[src/scc_pkg.sv]
// Shared constants, types and codes for the spaced tap code correlator.
package scc_pkg;

    localparam int CODE_TAPS   = 32;
    localparam int MAX_SPACING = 64;
    localparam int DELAY_DEPTH = (CODE_TAPS - 1) * MAX_SPACING + 1;

    localparam int ADDR_W = $clog2(DELAY_DEPTH);
    localparam int FILL_W = $clog2(DELAY_DEPTH + 1);
    localparam int SP_W   = $clog2(MAX_SPACING + 1);
    localparam int CNT_W  = (CODE_TAPS > 2) ? $clog2(CODE_TAPS) : 1;

    localparam int SAMPLE_W = 16;
    localparam int CORR_W   = 22;
    localparam int IDX_W    = 32;
    localparam int SPR_W    = 7;
    localparam int STEP_W   = 10;
    localparam int CODE_W   = 32;
    localparam int CFG_W    = 32;
    localparam int CFG_IDX_W = 2;

    localparam logic [SPR_W-1:0]  SPACING_RESET = 7'd32;
    localparam logic [STEP_W-1:0] STEP_RESET    = 10'd20;
    localparam logic [CODE_W-1:0] CODE_RESET    = 32'h1738_B6BF;

    localparam logic [CFG_IDX_W-1:0] CFG_SPACING = 2'd0;
    localparam logic [CFG_IDX_W-1:0] CFG_STEP    = 2'd1;
    localparam logic [CFG_IDX_W-1:0] CFG_CODE    = 2'd2;

    typedef enum logic [1:0] {
        ST_IDLE,
        ST_RUN,
        ST_DRAIN,
        ST_FINISH
    } t_state;

    typedef struct packed {
        logic clr;
        logic add;
        logic chip;
    } t_acc_ctl;

endpackage

[src/scc_accum.sv]
// Shared add/subtract accumulator for the tap sum.
module scc_accum
    import scc_pkg::*;
(
    input  logic                       i_clk,
    input  t_acc_ctl                   i_ctl,
    input  logic signed [SAMPLE_W-1:0] i_data,
    output logic signed [CORR_W-1:0]   o_acc
);

    logic signed [CORR_W-1:0] r_acc;
    logic signed [CORR_W-1:0] n_acc;
    logic signed [CORR_W-1:0] w_ext;

    assign w_ext = CORR_W'(i_data);

    always_comb begin
        n_acc = r_acc;
        if (i_ctl.clr) begin
            n_acc = '0;
        end else if (i_ctl.add) begin
            n_acc = i_ctl.chip ? (r_acc + w_ext) : (r_acc - w_ext);
        end
    end

    always_ff @(posedge i_clk) begin
        r_acc <= n_acc;
    end

    assign o_acc = r_acc;

endmodule

[config.mk]
export PLATFORM = sky130hd
export DESIGN_NAME = scc_accum
export DESIGN_NICKNAME = d
export VERILOG_FILES = /design/src/scc_pkg.sv /design/src/scc_accum.sv
export SDC_FILE = /design/constraint.sdc
export NUM_CORES = 1
export LEC_CHECK = 0
export ABC_AREA = 1
export BUFFER_PORTS_ARGS = -buffer_cell sky130_fd_sc_hd__buf_2
export CAP_MARGIN = 20
export CORE_MARGIN = 2
export CORE_UTILIZATION = 58
export CTS_CLUSTER_DIAMETER = 80
export CTS_CLUSTER_SIZE = 14
export DETAILED_ROUTE_END_ITERATION = 8
export PLACE_DENSITY = 0.92
export SYNTH_ARGS = -nofsm -noshare
export SYNTH_HDL_FRONTEND = slang
export SYNTH_SLANG_ARGS = --single-unit
[constraint.sdc]
create_clock -name i_clk -period 3.2 [get_ports i_clk]
set_clock_uncertainty 0.15 [all_clocks]
set_input_delay 0.16 -clock i_clk [delete_from_list [all_inputs] [get_ports i_clk]]
set_output_delay 0.16 -clock i_clk [all_outputs]
set_load 0.005 [all_outputs]
# ---- After elaboration in Yosys (flattened, before gate mapping)
# Index checks and enable logic that the tools add are counted.
dict set report op_classes {
  magnitude_cmp 0
  n_eq_ne 0
  n_reduce_logical 0
  n_mul 0
  n_shift 0
  add_sub_neg 2
  div_mod_pow 0
  n_mux 1
  bitwise_logic 0
}
# op n
set ops {}
lappend ops {{$add A22 B16 Y22} 1}
lappend ops {{$mux W22} 1}
lappend ops {{$sub A22 B16 Y22} 1}
dict set report word_totals {
  ff_bits 22
  mem_count 0
  elab_cells 4
  latch_bits 0
  mem_bits_rw 0
  inputBits 20
  mem_bits_ro 0
  out_inout_bits 22
}

# ---- Depth between registers and ports, before layout
dict set report logic_depth {
  word_depth 2
  ltp_mapped 21
  ltp_nobuf 21
}

# ---- Worst setup path before layout
# OpenSTA, ideal clock, no wires.
dict set report synth_path {
  path_type {input to register}
  from {input port i_data[1]}
  to {register r_acc[18], in the netlist o_acc[18]}
  setup_slack_ps 604
  setup_ps 109
  t_required_ps 2941
  n_path_buf 0
  arrival_ps 2337
  stages 18
  path_cell_list {inv_1 > ha_1 > nor3b_2 > nand2_2 > nor3_4 > nand2_2 > o41ai_2 > inv_1 > ha_1 > nand2_1 > inv_1 > a21oi_1 > a21boi_0 > nand3_1 > nand2_1 > nand3_1 > nand2_1 > inv_1}
}
dict set report synth_between {
  elab_chain_cells 2
  elab_cells_between_ends 3
  cone_classes {2 x add/sub; 1 x mux}
}
# element line
set synth_lines {}
lappend synth_lines {{start: declaration} scc_accum.sv:7} ;# input logic signed [SAMPLE_W-1:0] i_data,
lappend synth_lines {{$sub A22 B16 Y22 / $add A22 B16 Y22 (equally long branches)} scc_accum.sv:22} ;# n_acc = i_ctl.chip ? (r_acc + w_ext) : (r_acc - w_ext);
lappend synth_lines {{$mux W22 *} scc_accum.sv:22}
lappend synth_lines {{end signal: assignment} scc_accum.sv:27} ;# r_acc <= n_acc;
lappend synth_lines {{end: declaration} scc_accum.sv:11} ;# logic signed [CORR_W-1:0] r_acc;
# Mark *: on every way between the ends. The rest lies on a longest branch, timed or not.
# A chain may end at the register's enable or synchronous reset.

# ---- Final worst setup path
dict set report layout_path {
  from {input port i_data[0]}
  to {register r_acc[18], in the netlist o_acc[18]}
}
# The elaborated chain is that of the path after synthesis.

==> impl_metrics.ini <==
[sta]
finalCriticalPeriod_ns = 2.89
tightestPinTransition_ns = 0.574
rsz0062_at_grt = no
drv_slew = 0
holdWs_ns = 0.139
relSlewSlack_pct = 61.7
max_freq_ghz = 0.346
setup_viol = 0
hold_viol = 0
finalCritPeriodShare_pct = 90.3

[routing]
wirelength_um = 7040
avgRoutedWirePerCell_um = 13.4
vias = 2846
first_pass_iters = 5
ant_nets = 0
drc = 0
drt_iter0_markers = 224
routed_via_density = 5.41

[clocking]
clockBufferDepth = 2
htreeDepth = 1
cts_tree = done
clkTransAtPathRegs_ns = 0.08
clock-sinks = 22
clk_latency_ns = 0.27
cts_setup_buffers = 0
cts_root_buf = clkbuf_8
cts_inserted_buffers = 3

[yosys]
synthArstFlopShare_pct = 0
synth_top_cell_by_area = dfxtp_1
synth-edff-count = 0
ys_seq_area_share_pct = 16.7
synth_common_cells = nand2_1, nor2_1, inv_1
yosysMostFrequentCell = nand2_1
synth.net_count = 486
ys_seq_elements = 22
synthFlopType = dfxtp_1
synthTopCellsByArea = dfxtp_1, nand2_1, ha_1, nor2_1, inv_1
synth_area_per_cell_sq_um = 6.03
synthCells = 438
yosys.cell_types.count = 35
netlist.area_leader.share_pct = 16.7
syn_area_sq_mm = 0.00264
yosysWarnings = 0

[placement]
hpwl_um = 5820
io_buffers = 41
gp_congestion = 0.950

[floorplan]
io_pins = 42
rows = 24
fp.dieH_um = 71.5
die-area_sq_mm = 0.00511
start_util_pct = 60.3
die_x_um = 71.5
core_sq_mm = 0.00438

[status]
status = complete, no violations

[global_route]
antenna_found_initial = 0
grt_max_degree = 34
gr-total-overflow = 0
grt_pass1_wl_um = 11800
grtUsageTotal_pct = 29.2
grt_pass1_vias = 2618

[layout]
largest_reg_flops = 22
layout-drive-gt1-share_pct = 14.3
post-route-util_pct = 66.9
nNetsFinal = 524
antennaDiodeCount = 0
area_growth_pct = 11.0

[pwr]
p_leak_uw = 0.00172
p_sw_uw = 578
p_total_uw = 1240
p_sw_share_pct = 46.7
peakVddDrop_uv = 257
p_int_uw = 661
p_per_area_mw_per_mm2 = 422
p_clk_share_pct = 14.5
combPwrFrac_pct = 57.2
pwr-share-seq_pct = 28.3

[worst_setup_path]
cp_slowest_cell = ha_1
worstPathMaxFanout = 4
end_kind = flop
critPathRequiredTime_ns = 3.22
timing.critical_path.cells = buf_2 > inv_1 > ha_1 > nor3b_2 > nand2_2 > nor3_4 > nand2_2 > o41ai_4 > inv_1 > ha_1 > nand2_1 > nor3_1 > nand4_1 > nand4_1 > nand3_1 > nand2_1 > inv_1
r2r_slack_ns = 1.03
cp-start-kind = primary input
critical_path_arrival_ns = 2.91
path_class = primary input to flop
reg2reg_depth = 12
r2r-start = o_acc[0]$_SDFFE_PP0P_
slowest_delay_ns = 0.34
startpoint = i_data[0]
crit_top_cell = inv_1

[min_path]
whs_path_depth = 4
min_path_type = primary input to flop
hold_start = i_data[0]

[flow_run]
drv_cap = 0
-- kinds of logic after synthesis --
family,count (synthesis),synth area share [%]
adder cells (fa/ha/maj),28,13.5
flip-flops,22,16.7
XOR/XNOR,24,7.95
AO/OA/AOI/OAI,62,13.6
buffers and inverters,78,11.2
AND/OR/NAND/NOR,224,37.0
-- routing by layer --
| layer | global-route usage, % | vias to the layer above | part of all wire [%] |
|---|---|---|---|
| li1 | - | 1460 | - |
| met1 | 39.1 | 1276 | 44 |
| met2 | 50.3 | 99 | 48 |
| met3 | 2.67 | 11 | 7.1 |
| met4 | 7.55 | 0 | 1.3 |
| met5 | 0 | - | 0 |
-- path summary, 6_finish.rpt --
path | to
worst max-delay path | o_acc[18]$_SDFFE_PP0P_
worst min-delay path | o_acc[0]$_SDFFE_PP0P_
worst max register to register | o_acc[16]$_SDFFE_PP0P_
worst min register to register | o_acc[21]$_SDFFE_PP0P_
-- power by group through the flow --
stage	Combinational, uW	Clock [uW]	Sequential [uW]
6_report	709	180	350
5_1_grt	798	199	355
3_5_place_dp	692	0	356
4_1_cts	698	188	350
2_1_floorplan	512	0	351
3_3_place_gp	680	0	354
-- stage by stage --
step	std cells	setup TNS (ns)	worst slack (ns)	area [sq um]
finish	526	0	0.309	2930
global route	526	0	0.0265	2930
CTS	526	0	0.254	2920
detailed placement	523	-0.0249	-0.0166	2880
global placement	523	0	0.189	2880
floorplan	438	0	0.604	2640
-- placed cells by master (no fill, tap or decap), types with 3 or more instances in the layout --
master	netlist	layout
a21o_1	3	3
a21oi_1	22	22
buf_2	1	41
clkbuf_8	0	3
dfxtp_1	22	22
ha_1	27	27
inv_1	69	69
nand2_1	92	92
nand2_2	9	9
nand3_1	20	20
nand4_1	9	9
nor2_1	78	78
nor2_2	5	5
nor3_1	3	3
o21ai_0	18	18
o21ai_1	8	8
o21bai_1	6	6
xnor2_1	7	7
xor2_1	17	17
-- area by class of cell --
class	count	area, sq um
clock buffers	3	41.3
fillers	421	1450
inverters	70	263
multi-input cells	338	1920
flip-flops and latches	22	440
well taps	52	65.1
repair buffers	41	205
-- what timing repair did --
action                     4_1_cts  5_1_grt
gates resized for setup          0        1
setup endpoints to repair        0        3
hold buffers                     0        0
-- worst max-delay path: cells and delay by family --
family	cells	cell delay (ns)
and+or+nand+nor	10	1.64
adders and majority gates	2	0.51
buffers and inverters	4	0.30
AOI/OAI and AO/OA	1	0.30
No activity file was read; power rests on OpenSTA's default activity.
